### config.mk
export PLATFORM = sky130hd
export DESIGN_NAME = boi_ctrl
export DESIGN_NICKNAME = d
export VERILOG_FILES = /design/src/rtl/boi_pkg.sv /design/src/rtl/boi_ctrl.sv
export SDC_FILE = /design/constraint.sdc
export NUM_CORES = 1
export LEC_CHECK = 0
export BUFFER_PORTS_ARGS = -buffer_cell sky130_fd_sc_hd__buf_2
export CAP_MARGIN = 20
export CORE_ASPECT_RATIO = 0.75
export CORE_MARGIN = 3
export CORE_UTILIZATION = 40
export CTS_BUF_LIST = sky130_fd_sc_hd__clkbuf_16
export CTS_CLUSTER_DIAMETER = 60
export DETAILED_ROUTE_END_ITERATION = 10
export GPL_ROUTABILITY_DRIVEN = 0
export SLEW_MARGIN = 10
export SYNTH_ARGS = -nofsm -noshare
export SYNTH_HDL_FRONTEND = slang
export SYNTH_SLANG_ARGS = --single-unit
### constraint.sdc
create_clock -name i_clk -period 2.1 [get_ports i_clk]
set_input_delay 0.105 -clock i_clk [delete_from_list [all_inputs] [get_ports i_clk]]
set_output_delay 0.105 -clock i_clk [all_outputs]
set_load 0.01 [all_outputs]
### src/rtl/boi_pkg.sv
// Shared constants, codes and command and status bus types for the boundary offset interpolator.
package boi_pkg;

    // Storage and coordinate format.
    localparam int CW        = 24;
    localparam int MAX_PTS   = 64;
    localparam int AW        = $clog2(MAX_PTS);
    localparam int CNT_W     = AW + 1;

    // Segment length root: floor(sqrt((dy^2 + dl^2) * 2^32)).
    localparam int SQS_W     = 2 * CW + 2;
    localparam int ROOT_W    = CW + 17;
    localparam int SQ_W      = 2 * ROOT_W;
    localparam int SREM_W    = ROOT_W + 2;
    localparam int HL_W      = (ROOT_W + 1) / 2;
    localparam int HH_W      = ROOT_W - HL_W;

    // Shared divider.
    localparam int DVD_W     = CW + ROOT_W;
    localparam int DVS_W     = CW + 16;
    localparam int DREM_W    = DVS_W + 1;
    localparam int ITER_W    = $clog2(DVD_W + 1);

    // Offset term is clamped where the final sum saturates anyway.
    localparam int TM_W      = CW + 4;

    // Result status codes.
    localparam logic [2:0] ST_STORED   = 3'd0;
    localparam logic [2:0] ST_READY    = 3'd1;
    localparam logic [2:0] ST_REJECTED = 3'd2;
    localparam logic [2:0] ST_SAMPLE   = 3'd3;
    localparam logic [2:0] ST_REFUSED  = 3'd4;
    localparam logic [2:0] ST_FULL     = 3'd5;

    // Input command codes.
    localparam logic CMD_LOAD  = 1'b0;
    localparam logic CMD_QUERY = 1'b1;

    // Configuration register indexes.
    localparam logic [1:0] CFG_NORMAL_OFFSET = 2'd0;
    localparam logic [1:0] CFG_FWD_TOL       = 2'd1;
    localparam logic [1:0] CFG_LAT_TOL       = 2'd2;

    // Datapath operations.
    localparam int OP_W = 5;
    localparam logic [OP_W-1:0] OP_NONE     = 5'd0;
    localparam logic [OP_W-1:0] OP_LOAD     = 5'd1;
    localparam logic [OP_W-1:0] OP_HOLD     = 5'd2;
    localparam logic [OP_W-1:0] OP_WR_HOLD  = 5'd3;
    localparam logic [OP_W-1:0] OP_WR_RD    = 5'd4;
    localparam logic [OP_W-1:0] OP_KEEP     = 5'd5;
    localparam logic [OP_W-1:0] OP_SET_LAST = 5'd6;
    localparam logic [OP_W-1:0] OP_QCAP     = 5'd7;
    localparam logic [OP_W-1:0] OP_CAP0     = 5'd8;
    localparam logic [OP_W-1:0] OP_CAP1     = 5'd9;
    localparam logic [OP_W-1:0] OP_DIFF     = 5'd10;
    localparam logic [OP_W-1:0] OP_MUL1     = 5'd11;
    localparam logic [OP_W-1:0] OP_DIV_STEP = 5'd12;
    localparam logic [OP_W-1:0] OP_DIV1_END = 5'd13;
    localparam logic [OP_W-1:0] OP_SQA      = 5'd14;
    localparam logic [OP_W-1:0] OP_SQB      = 5'd15;
    localparam logic [OP_W-1:0] OP_SQSUM    = 5'd16;
    localparam logic [OP_W-1:0] OP_SQRT     = 5'd17;
    localparam logic [OP_W-1:0] OP_MH1      = 5'd18;
    localparam logic [OP_W-1:0] OP_MH2      = 5'd19;
    localparam logic [OP_W-1:0] OP_MH3      = 5'd20;
    localparam logic [OP_W-1:0] OP_TERM     = 5'd21;
    localparam logic [OP_W-1:0] OP_SUM      = 5'd22;
    localparam logic [OP_W-1:0] OP_OUT      = 5'd23;

    typedef struct packed {
        logic [OP_W-1:0] op;
        logic [AW-1:0]   rd_addr;
        logic [AW-1:0]   wr_addr;
        logic            first;
        logic [2:0]      code;
    } t_cmd;

    typedef struct packed {
        logic sort_gt;
        logic mrg_close;
        logic mrg_conflict;
        logic q_out;
        logic walk_adv;
    } t_stat;

endpackage

### src/rtl/boi_ctrl.sv
// Sequencing state machine for trace loading, normalization and queries.
module boi_ctrl
    import boi_pkg::*;
(
    input  logic i_clk,
    input  logic i_rst_n,
    input  logic i_in_valid,
    output logic o_in_stall,
    input  logic i_cmd,
    input  logic i_last_point,
    output logic o_out_valid,
    input  logic i_out_stall,
    input  t_stat i_stat,
    output t_cmd  o_cmd
);

    localparam logic [4:0] S_IDLE      = 5'd0;
    localparam logic [4:0] S_SORT_RD   = 5'd1;
    localparam logic [4:0] S_SORT_HOLD = 5'd2;
    localparam logic [4:0] S_SORT_RDJ  = 5'd3;
    localparam logic [4:0] S_SORT_CMP  = 5'd4;
    localparam logic [4:0] S_MRG_RD    = 5'd5;
    localparam logic [4:0] S_MRG_CHK   = 5'd6;
    localparam logic [4:0] S_MRG_END   = 5'd7;
    localparam logic [4:0] S_Q_RANGE   = 5'd8;
    localparam logic [4:0] S_WALK_RD   = 5'd9;
    localparam logic [4:0] S_WALK_CHK  = 5'd10;
    localparam logic [4:0] S_SEG_RD0   = 5'd11;
    localparam logic [4:0] S_SEG_RD1   = 5'd12;
    localparam logic [4:0] S_SEG_CAP1  = 5'd13;
    localparam logic [4:0] S_DIFF      = 5'd14;
    localparam logic [4:0] S_MUL1      = 5'd15;
    localparam logic [4:0] S_DIV1      = 5'd16;
    localparam logic [4:0] S_DIV1_END  = 5'd17;
    localparam logic [4:0] S_SQA       = 5'd18;
    localparam logic [4:0] S_SQB       = 5'd19;
    localparam logic [4:0] S_SQSUM     = 5'd20;
    localparam logic [4:0] S_SQRT      = 5'd21;
    localparam logic [4:0] S_MH1       = 5'd22;
    localparam logic [4:0] S_MH2       = 5'd23;
    localparam logic [4:0] S_MH3       = 5'd24;
    localparam logic [4:0] S_DIV2      = 5'd25;
    localparam logic [4:0] S_TERM      = 5'd26;
    localparam logic [4:0] S_SUM       = 5'd27;
    localparam logic [4:0] S_DONE      = 5'd28;

    logic [4:0]       r_state, n_state;
    logic [CNT_W-1:0] r_n, n_n;
    logic [CNT_W-1:0] r_i, n_i;
    logic [CNT_W-1:0] r_j, n_j;
    logic [CNT_W-1:0] r_kept, n_kept;
    logic [AW-1:0]    r_s, n_s;
    logic [ITER_W-1:0] r_iter, n_iter;
    logic             r_ready, n_ready;
    logic             r_stopped, n_stopped;
    logic [2:0]       r_code, n_code;
    logic             r_out_valid, n_out_valid;

    logic             accept;
    logic [CNT_W-1:0] eff_n;
    logic [CNT_W-1:0] s_inc;

    assign accept      = i_in_valid && (r_state == S_IDLE);
    assign o_in_stall  = (r_state != S_IDLE);
    assign o_out_valid = r_out_valid;
    assign eff_n       = r_ready ? '0 : r_n;
    assign s_inc       = {1'b0, r_s} + CNT_W'(1);

    always_comb begin
        n_state     = r_state;
        n_n         = r_n;
        n_i         = r_i;
        n_j         = r_j;
        n_kept      = r_kept;
        n_s         = r_s;
        n_iter      = r_iter;
        n_ready     = r_ready;
        n_stopped   = r_stopped;
        n_code      = r_code;
        n_out_valid = r_out_valid && i_out_stall;
        o_cmd       = '0;
        o_cmd.op    = OP_NONE;
        o_cmd.code  = r_code;

        case (r_state)
            S_IDLE: begin
                if (accept) begin
                    if (i_cmd == CMD_LOAD) begin
                        if (r_ready) begin
                            n_ready   = 1'b0;
                            n_stopped = 1'b0;
                            n_s       = '0;
                        end
                        if (eff_n < CNT_W'(MAX_PTS)) begin
                            o_cmd.op      = OP_LOAD;
                            o_cmd.wr_addr = eff_n[AW-1:0];
                            n_n           = eff_n + CNT_W'(1);
                            n_code        = ST_STORED;
                        end else begin
                            n_n    = eff_n;
                            n_code = ST_FULL;
                        end
                        if (i_last_point) begin
                            n_i     = CNT_W'(1);
                            n_state = S_SORT_RD;
                        end else begin
                            n_state = S_DONE;
                        end
                    end else begin
                        if (!r_ready || r_stopped) begin
                            n_code  = ST_REFUSED;
                            n_state = S_DONE;
                        end else begin
                            o_cmd.op = OP_QCAP;
                            n_state  = S_Q_RANGE;
                        end
                    end
                end
            end
            // Insertion sort: each comparison reads the neighbour in S_SORT_RDJ and compares in S_SORT_CMP.
            S_SORT_RD: begin
                if (r_i < r_n) begin
                    o_cmd.rd_addr = r_i[AW-1:0];
                    n_state       = S_SORT_HOLD;
                end else begin
                    n_i     = '0;
                    n_kept  = '0;
                    n_state = S_MRG_RD;
                end
            end
            S_SORT_HOLD: begin
                o_cmd.op = OP_HOLD;
                n_j      = r_i;
                n_state  = S_SORT_RDJ;
            end
            S_SORT_RDJ: begin
                if (r_j == '0) begin
                    o_cmd.op      = OP_WR_HOLD;
                    o_cmd.wr_addr = '0;
                    n_i           = r_i + CNT_W'(1);
                    n_state       = S_SORT_RD;
                end else begin
                    o_cmd.rd_addr = AW'(r_j - CNT_W'(1));
                    n_state       = S_SORT_CMP;
                end
            end
            S_SORT_CMP: begin
                o_cmd.wr_addr = r_j[AW-1:0];
                if (i_stat.sort_gt) begin
                    o_cmd.op = OP_WR_RD;
                    n_j      = r_j - CNT_W'(1);
                    n_state  = S_SORT_RDJ;
                end else begin
                    o_cmd.op = OP_WR_HOLD;
                    n_i      = r_i + CNT_W'(1);
                    n_state  = S_SORT_RD;
                end
            end
            // Merge pass: compacts the sorted trace in place.
            S_MRG_RD: begin
                if (r_i < r_n) begin
                    o_cmd.rd_addr = r_i[AW-1:0];
                    n_state       = S_MRG_CHK;
                end else begin
                    n_state = S_MRG_END;
                end
            end
            S_MRG_CHK: begin
                n_i     = r_i + CNT_W'(1);
                n_state = S_MRG_RD;
                if (r_kept != '0 && i_stat.mrg_close) begin
                    if (i_stat.mrg_conflict) begin
                        n_n     = '0;
                        n_code  = ST_REJECTED;
                        n_state = S_DONE;
                    end
                end else begin
                    o_cmd.op      = OP_KEEP;
                    o_cmd.wr_addr = r_kept[AW-1:0];
                    o_cmd.first   = (r_kept == '0);
                    n_kept        = r_kept + CNT_W'(1);
                end
            end
            S_MRG_END: begin
                n_state = S_DONE;
                if (r_kept >= CNT_W'(2)) begin
                    o_cmd.op  = OP_SET_LAST;
                    n_ready   = 1'b1;
                    n_stopped = 1'b0;
                    n_s       = '0;
                    n_n       = r_kept;
                    n_code    = ST_READY;
                end else begin
                    n_n    = '0;
                    n_code = ST_REJECTED;
                end
            end
            S_Q_RANGE: begin
                if (i_stat.q_out) begin
                    n_stopped = 1'b1;
                    n_code    = ST_REFUSED;
                    n_state   = S_DONE;
                end else begin
                    n_state = S_WALK_RD;
                end
            end
            // Segment walk: the index only moves forward.
            S_WALK_RD: begin
                if (s_inc < r_n) begin
                    o_cmd.rd_addr = s_inc[AW-1:0];
                    n_state       = S_WALK_CHK;
                end else begin
                    n_s     = AW'(r_n - CNT_W'(2));
                    n_state = S_SEG_RD0;
                end
            end
            S_WALK_CHK: begin
                if (i_stat.walk_adv) begin
                    n_s     = s_inc[AW-1:0];
                    n_state = S_WALK_RD;
                end else begin
                    n_state = S_SEG_RD0;
                end
            end
            S_SEG_RD0: begin
                o_cmd.rd_addr = r_s;
                n_state       = S_SEG_RD1;
            end
            S_SEG_RD1: begin
                o_cmd.op      = OP_CAP0;
                o_cmd.rd_addr = s_inc[AW-1:0];
                n_state       = S_SEG_CAP1;
            end
            S_SEG_CAP1: begin
                o_cmd.op = OP_CAP1;
                n_state  = S_DIFF;
            end
            S_DIFF: begin
                o_cmd.op = OP_DIFF;
                n_state  = S_MUL1;
            end
            S_MUL1: begin
                o_cmd.op = OP_MUL1;
                n_iter   = '0;
                n_state  = S_DIV1;
            end
            S_DIV1: begin
                o_cmd.op = OP_DIV_STEP;
                n_iter   = r_iter + ITER_W'(1);
                if (r_iter == ITER_W'(DVD_W - 1)) begin
                    n_state = S_DIV1_END;
                end
            end
            S_DIV1_END: begin
                o_cmd.op = OP_DIV1_END;
                n_state  = S_SQA;
            end
            S_SQA: begin
                o_cmd.op = OP_SQA;
                n_state  = S_SQB;
            end
            S_SQB: begin
                o_cmd.op = OP_SQB;
                n_state  = S_SQSUM;
            end
            S_SQSUM: begin
                o_cmd.op = OP_SQSUM;
                n_iter   = '0;
                n_state  = S_SQRT;
            end
            S_SQRT: begin
                o_cmd.op = OP_SQRT;
                n_iter   = r_iter + ITER_W'(1);
                if (r_iter == ITER_W'(ROOT_W - 1)) begin
                    n_state = S_MH1;
                end
            end
            S_MH1: begin
                o_cmd.op = OP_MH1;
                n_state  = S_MH2;
            end
            S_MH2: begin
                o_cmd.op = OP_MH2;
                n_state  = S_MH3;
            end
            S_MH3: begin
                o_cmd.op = OP_MH3;
                n_iter   = '0;
                n_state  = S_DIV2;
            end
            S_DIV2: begin
                o_cmd.op = OP_DIV_STEP;
                n_iter   = r_iter + ITER_W'(1);
                if (r_iter == ITER_W'(DVD_W - 1)) begin
                    n_state = S_TERM;
                end
            end
            S_TERM: begin
                o_cmd.op = OP_TERM;
                n_state  = S_SUM;
            end
            S_SUM: begin
                o_cmd.op = OP_SUM;
                n_code   = ST_SAMPLE;
                n_state  = S_DONE;
            end
            S_DONE: begin
                if (!r_out_valid || !i_out_stall) begin
                    o_cmd.op    = OP_OUT;
                    n_out_valid = 1'b1;
                    n_state     = S_IDLE;
                end
            end
            default: begin
                n_state = S_IDLE;
            end
        endcase
    end

    always_ff @(posedge i_clk) begin
        if (!i_rst_n) begin
            r_state     <= S_IDLE;
            r_n         <= '0;
            r_i         <= '0;
            r_j         <= '0;
            r_kept      <= '0;
            r_s         <= '0;
            r_iter      <= '0;
            r_ready     <= 1'b0;
            r_stopped   <= 1'b0;
            r_code      <= ST_STORED;
            r_out_valid <= 1'b0;
        end else begin
            r_state     <= n_state;
            r_n         <= n_n;
            r_i         <= n_i;
            r_j         <= n_j;
            r_kept      <= n_kept;
            r_s         <= n_s;
            r_iter      <= n_iter;
            r_ready     <= n_ready;
            r_stopped   <= n_stopped;
            r_code      <= n_code;
            r_out_valid <= n_out_valid;
        end
    end

endmodule

==> results of run 1 <==
sequential cells by signal (all words and copies together), names as in the netlist:
| signal | flops |
|---|---|
| r_state | 5 |
| o_out_valid | 1 |
| r_code | 3 |
| r_n | 7 |
| r_ready | 1 |
| r_i | 7 |
| r_kept | 7 |
| r_stopped | 1 |
| r_s | 6 |
| r_iter | 7 |
| r_j | 7 |
critical path, cell delays in order (launching register included):
cell and delay (ps):
dfxtp_4 380, and3_4 200, nand3_4 80, xnor2_2 160, ha_1 330, nand3_1 80
and3_1 200, o21ai_2 80, o21ai_1 90, and3_4 190, a221o_1 320, buf_2 140
stage by stage:
stage	setup WS [ps]	setup TNS (ps)	total power [uW]
CTS	-492	-4200	6250
global placement	-223	-1560	4900
global route	-608	-7770	7230
detailed placement	-271	-2420	4950
finish	-560	-6400	6830
floorplan	-77.9	-440	3550
timing repair:
action,CTS,global route
hold buffers,0,0
gates cloned,1,0
gates resized for setup,59,66
buffers inserted,10,16
pin swaps,20,31
setup endpoints to repair,28,39
power groups by stage:
stage	Combinational (uW)	Sequential, uW	Clock (uW)
floorplan	2300	1250	0
global placement	3650	1260	0
detailed placement	3690	1260	0
CTS	4150	1260	841
global route	5050	1300	882
finish	4730	1280	823
final cells by class:
type	count	area [um^2]	area share, %
inverters	23	88.8	1.41
multi-input cells	491	3580	56.7
clock inverters	3	11.3	0.179
flip-flops and latches	52	1080	17.1
repair buffers	167	1250	19.9
clock buffers	5	125	1.98
well taps	136	170	2.70
logic make-up (layout without fill, tap and decap cells):
| group | after synthesis | in the layout |
|---|---|---|
| AND/OR/NAND/NOR | 265 | 265 |
| AO/OA/AOI/OAI | 177 | 177 |
| buffers and inverters | 57 | 198 |
| flip-flops | 52 | 52 |
| adder cells (fa/ha/maj) | 24 | 24 |
| XOR/XNOR | 20 | 20 |
| multiplexers | 5 | 5 |
routing by layer:
metal	vias up	GRT usage (%)	share of wire [%]
met2	205	39.1	44
met5	-	0	0
li1	2490	-	-
met4	0	7.50	1.9
met1	2457	36.6	47
met3	30	4.89	7.4
worst max-delay path by stage:
stage               slack [ps]  cells past startpoint        end
floorplan                  -80                     11  o_cmd[11]
global placement          -220                     11  o_cmd[14]
detailed placement        -270                     11  o_cmd[14]
CTS                       -490                     11  o_cmd[14]
global route              -610                     11  o_cmd[14]
finish                    -560                     11  o_cmd[14]
Yosys cell counts (all sizes together) (3+ instances only):
library cell | count | share of area (%)
buf | 13 | 2.1
a31oi | 5 | 0.71
a311oi | 3 | 0.59
nor3b | 5 | 1.2
nor3 | 30 | 3.5
o22ai | 11 | 1.6
or2b | 4 | 0.76
or3 | 3 | 0.42
clkbuf | 21 | 2.2
a211oi | 13 | 2.6
nand2 | 59 | 5.0
nand2b | 12 | 1.7
o21ai | 45 | 5.1
nor2 | 65 | 5.5
nand3b | 7 | 1.2
xnor2 | 19 | 3.8
nand3 | 33 | 3.7
o311a | 4 | 0.91
o31ai | 3 | 0.51
mux2i | 4 | 0.91
a21o | 6 | 1.0
o21a | 3 | 0.51
a221o | 9 | 2.0
and2 | 8 | 1.2
a22oi | 9 | 1.5
inv | 23 | 2.0
nor4 | 5 | 1.2
nor2b | 11 | 1.6
a21oi | 39 | 4.5
ha | 24 | 6.8
dfxtp | 52 | 24
and3 | 12 | 1.7
nand4 | 3 | 0.42
cells in the final DEF, fill, tap and decap left out, types with 9 or more instances in the layout:
master	instances
nand3_1	27
a21oi_1	33
buf_6	14
nor2_1	57
o21ai_0	35
o22ai_1	9
ha_1	16
xnor2_1	17
and3_1	9
a221o_1	9
buf_4	120
nand2_1	55
nand2b_1	12
dfxtp_1	33
dfxtp_2	13
nor3_1	24
buf_2	31
a211oi_1	9
inv_1	16
==> results.cfg, run 1 <==
[floorplan]
start_util_pct = 42.0
core_um2 = 10500
pin_count = 34
dieArea_um2 = 12400
die_height_um = 97.1
core.rowCount = 32
die_w_um = 127

[flow_run]
max_cap_viol_count = 0

[global_routing]
antenna_found_initial = 0
globalRouteTotalUtil_pct = 25.6
grt_pass1_wl_mm = 25.6
grt_pass1_vias = 5001
grt_remaining_overflow = 0
grt_max_degree = 37

[synthesis]
synthMuxAreaShare_pct = 1.16
synth_nets = 635
synth_area_per_cell_um2 = 7.37
synth_xor_area_share_pct = 3.96
synth_top_family_by_area = simple AND/OR/NAND/NOR gates
ys.flop_type = dfxtp_1
synthCells = 600
syn-cell-area_um2 = 4420
ys_warn_count = 0
synth_compound_area_share_pct = 27.4
synth_seq_area_share_pct = 23.5
synth_edf_count = 0
synthAdderAreaFrac_pct = 6.79
synthSimpleGateAreaFrac_pct = 30.9
async_flop_share_pct = 0
ys_types = 80
ys_ff_latch = 52

[timing]
clock-skew-final_ps = 8.43
tightestPinTransition_ps = 704
final_hold_viol_count = 0
hold_ws_ps = 138
finalSetupViolations = 20
rsz0062_at_grt = true
relSlewSlack_pct = 53.1
fmax_ghz = 0.376
finalMaxSlewViolations = 0
fin_crit_sh_pct = 127
layout_min_cycle_time_ps = 2660
worst_slack_ps = -560

[power_and_ir_drop]
ir_drop_uv = 526
internal_power_uw = 3790
cellLeakagePower_uw = 0.00261
p_sw_uw = 3040
switching_share_pct = 44.5
pwr-share-comb_pct = 69.2
p_clk_share_pct = 12.1
power_density_nw_per_um2 = 1080
pwr-share-seq_pct = 18.8

[min_path]
worst_hold_path.endpoint = o_out_valid
worstHoldStart = i_out_stall
hold_class = input pin to flip-flop
hold_depth = 3

[critical_path]
path_class = flip-flop to output port
rr_startpoint = r_s[1]
cp-end-kind = output port
crit_path_start_kind = flip-flop
crit_path_start = r_s[1]
timing.rr.end = r_s[3]
rrSetupSlack_ps = -430
cp_max_fo = 6
cp.required_ps = 2000
critPathArrivalTime_ps = 2550
r2r_cells = 13

[drt]
vias = 5182
ant_nets = 0
drt_wl_total_mm = 16.1
drtIter0Drc = 485
drt_first_pass_iters = 5
drcViolationCount = 0
vias_per_cell = 5.91
routedWlPerCell_um = 18.4

[cells_and_area]
finish.instance_area_um2 = 6310
nNetsFinal = 775
antenna_cells = 0
fin_util_pct = 59.9
final_cell_count_no_fill = 877
area_growth_pct = 42.6
fill_cells = 936
drive_gt1_share_pct = 39.7

[clock_tree]
cts_inserted_buffers = 5
clkTransAtPathRegs_ps = 70
clk_latency_ps = 300
htreeDepth = 2
clock_sinks = 52
clock_path_buffers = 2
cts-root-buf = clkbuf_16
cts_tree = built

[placement]
dpl.cell_count = 843
port_buffers = 33
hpwl_mm = 11.9
dpl_cell_area_um2 = 5500

[run_status]
violations = setup timing
status = finished, violations left
Power figures use the tool's default switching activity.
==> inputs of run 2 (changes only) <==
--- a/config.mk
+++ b/config.mk
@@ -7,10 +7,9 @@
 export LEC_CHECK = 0
 export BUFFER_PORTS_ARGS = -buffer_cell sky130_fd_sc_hd__buf_2
 export CAP_MARGIN = 20
-export CORE_ASPECT_RATIO = 0.75
 export CORE_MARGIN = 3
 export CORE_UTILIZATION = 40
-export CTS_BUF_LIST = sky130_fd_sc_hd__clkbuf_16
+export CTS_BUF_LIST = sky130_fd_sc_hd__clkbuf_4 sky130_fd_sc_hd__clkbuf_8 sky130_fd_sc_hd__clkbuf_16
 export CTS_CLUSTER_DIAMETER = 60
 export DETAILED_ROUTE_END_ITERATION = 10
 export GPL_ROUTABILITY_DRIVEN = 0
==> run 2 against run 1 <==
  * First-iteration DRC count increased by 29%
  * Power decreased by 7.0%
  * The flow still finishes with violations (setup timing)
  * Highest routed layer unchanged
  * Critical path type unchanged
  * Sequential cell count unchanged
  * Sequential power about the same
  * Hold slack got worse by 63 ps
  * Fmax increased by 1.6%
==> results.cfg, run 2 (synthesis results as in run 1) <==
[power_and_ir_drop]
cellLeakagePower_uw = 0.00259
power_density_nw_per_um2 = 1020
ir_drop_uv = 501

[critical_path]
cp_max_fo = 6
path_class = flip-flop to output port
rrSetupSlack_ps = -160
slowest_stage = dfxtp_4
crit_chain = buf_4, buf_4, nand3_2, xnor2_2, ha_1, nand4_1, o21ai_4, o21ai_2, and3_4, a221o_1, buf_2
crit_family = compound AO/OA/AOI/OAI gates
rr_startpoint = r_s[1]
timing.rr.end = r_s[3]
cp_common_cell = buf_4
path_buf_inv = 3
critPathMaxStageDelay_ps = 380
critPathArrivalTime_ps = 2510
cp.required_ps = 2000
r2r_cells = 10
cp-end-kind = output port
crit_path_start = r_s[0]
crit_path_start_kind = flip-flop

[run_status]
violations = setup timing
status = finished, violations left

[flow_run]
max_cap_viol_count = 0

[cells_and_area]
drive_gt1_share_pct = 37.9
final_cell_count_no_fill = 878
fin_util_pct = 59.2
final_cell_mix = buf_4 (126), nor2_1 (61), nand2_1 (56)
antenna_cells = 0
final_common_cell = buf_4
area_growth_pct = 41.4
nNetsFinal = 776
finish.instance_area_um2 = 6250
fill_cells = 948

[floorplan]
start_util_pct = 41.9
core.rowCount = 37
die_w_um = 111
die_height_um = 111
core_um2 = 10600
dieArea_um2 = 12400
pin_count = 34

[min_path]
hold_depth = 3
worstHoldStart = i_out_stall
hold_class = input pin to flip-flop
worst_hold_path.endpoint = o_out_valid

[global_routing]
grt_remaining_overflow = 0
globalRouteTotalUtil_pct = 25.3
antenna_found_initial = 0
grt_pass1_wl_mm = 25.5
grt_max_degree = 37
grt_pass1_vias = 4851

[drt]
drt_wl_total_mm = 16.3
vias = 5267
vias_per_cell = 6.00
drt_first_pass_iters = 5
drcViolationCount = 0
routedWlPerCell_um = 18.5
drtIter0Drc = 624
ant_nets = 0

[clock_tree]
clkTransAtPathRegs_ps = 100
clk_latency_ps = 330
cts_inserted_buffers = 5
cts_tree = built
cts-root-buf = clkbuf_8
clock_sinks = 52
clock_path_buffers = 2
cts_hold_buffers = 0
htreeDepth = 2

[timing]
finalMaxSlewViolations = 0
tightestPinTransition_ps = 459
hold_ws_ps = 75.0
fin_crit_sh_pct = 125
finalSetupViolations = 19
worst_slack_ps = -519
fmax_ghz = 0.382
relSlewSlack_pct = 69.4
rsz0062_at_grt = true
layout_min_cycle_time_ps = 2620
final_hold_viol_count = 0
clock-skew-final_ps = 7.93

[placement]
hpwl_mm = 12.1
port_buffers = 33
dpl_cell_area_um2 = 5530
dpl.cell_count = 847
-- run 2: cell types whose count changed in the layout (fill, tap and decap cells not counted), sizes merged --
cell	change
clkbuf	+1
inv	-2
buf	+1
bufinv	+1
-- run 2: what timing repair did --
action / 4_1_cts / 5_1_grt
setup buffers: 6 / 17
endpoints found under the hold margin: 0 / 0
pin swaps: 13 / 24
resized for setup: 40 / 64
setup endpoints to repair: 31 / 48
-- run 2: worst reg2reg max path, cell delays in order, from the launching register on --
cell       delay, ps
dfxtp_4          380
ha_4             160
xor2_2           220
ha_4             250
a21o_1           210
a31oi_4          170
o21ai_4          100
o2111ai_1        210
buf_4            200
mux2i_1          200
nor2_1            60
-- run 2: cell type report --
cell class	instances	area (um^2)	share of cell area (%)
multi-input combinational	491	3550	56.8
timing repair buffer	168	1250	20.0
sequential	52	1080	17.2
tap	136	170	2.72
inverter	23	93.8	1.50
clock buffer	6	76.3	1.22
clock inverter	2	35.0	0.560
-- run 2: stage by stage --
step / worst slack [ps] / power (uW) / TNS, ps
after detailed placement: -290 / 4990 / -2190
final: -519 / 6360 / -4350
after floorplan: -77.9 / 3550 / -440
after global placement: -174 / 4940 / -1210
after CTS: -577 / 5950 / -4560
after global routing: -636 / 6750 / -6760
-- run 2: layer usage --
layer | global-route usage (%) | part of all wire (%)
met5 | 0 | 0
met4 | 7.06 | 2.9
met3 | 4.86 | 8.7
met2 | 40.3 | 45
met1 | 34.9 | 43
-- run 2: power by group --
part / total (uW) / internal, uW / switching, uW
sequential: 1290 / 1130 / 159
combinational: 4330 / 1990 / 2340
clock: 736 / 368 / 368
total: 6360 / 3490 / 2860
-- run 2: worst max path at each step --
stage,endpoint,slack (ps),depth (start not counted)
finish,o_cmd[14],-520,11
global route,o_cmd[11],-640,11
CTS,o_cmd[14],-580,11
detailed placement,o_cmd[14],-290,11
global placement,o_cmd[11],-170,11
floorplan,o_cmd[11],-80,11
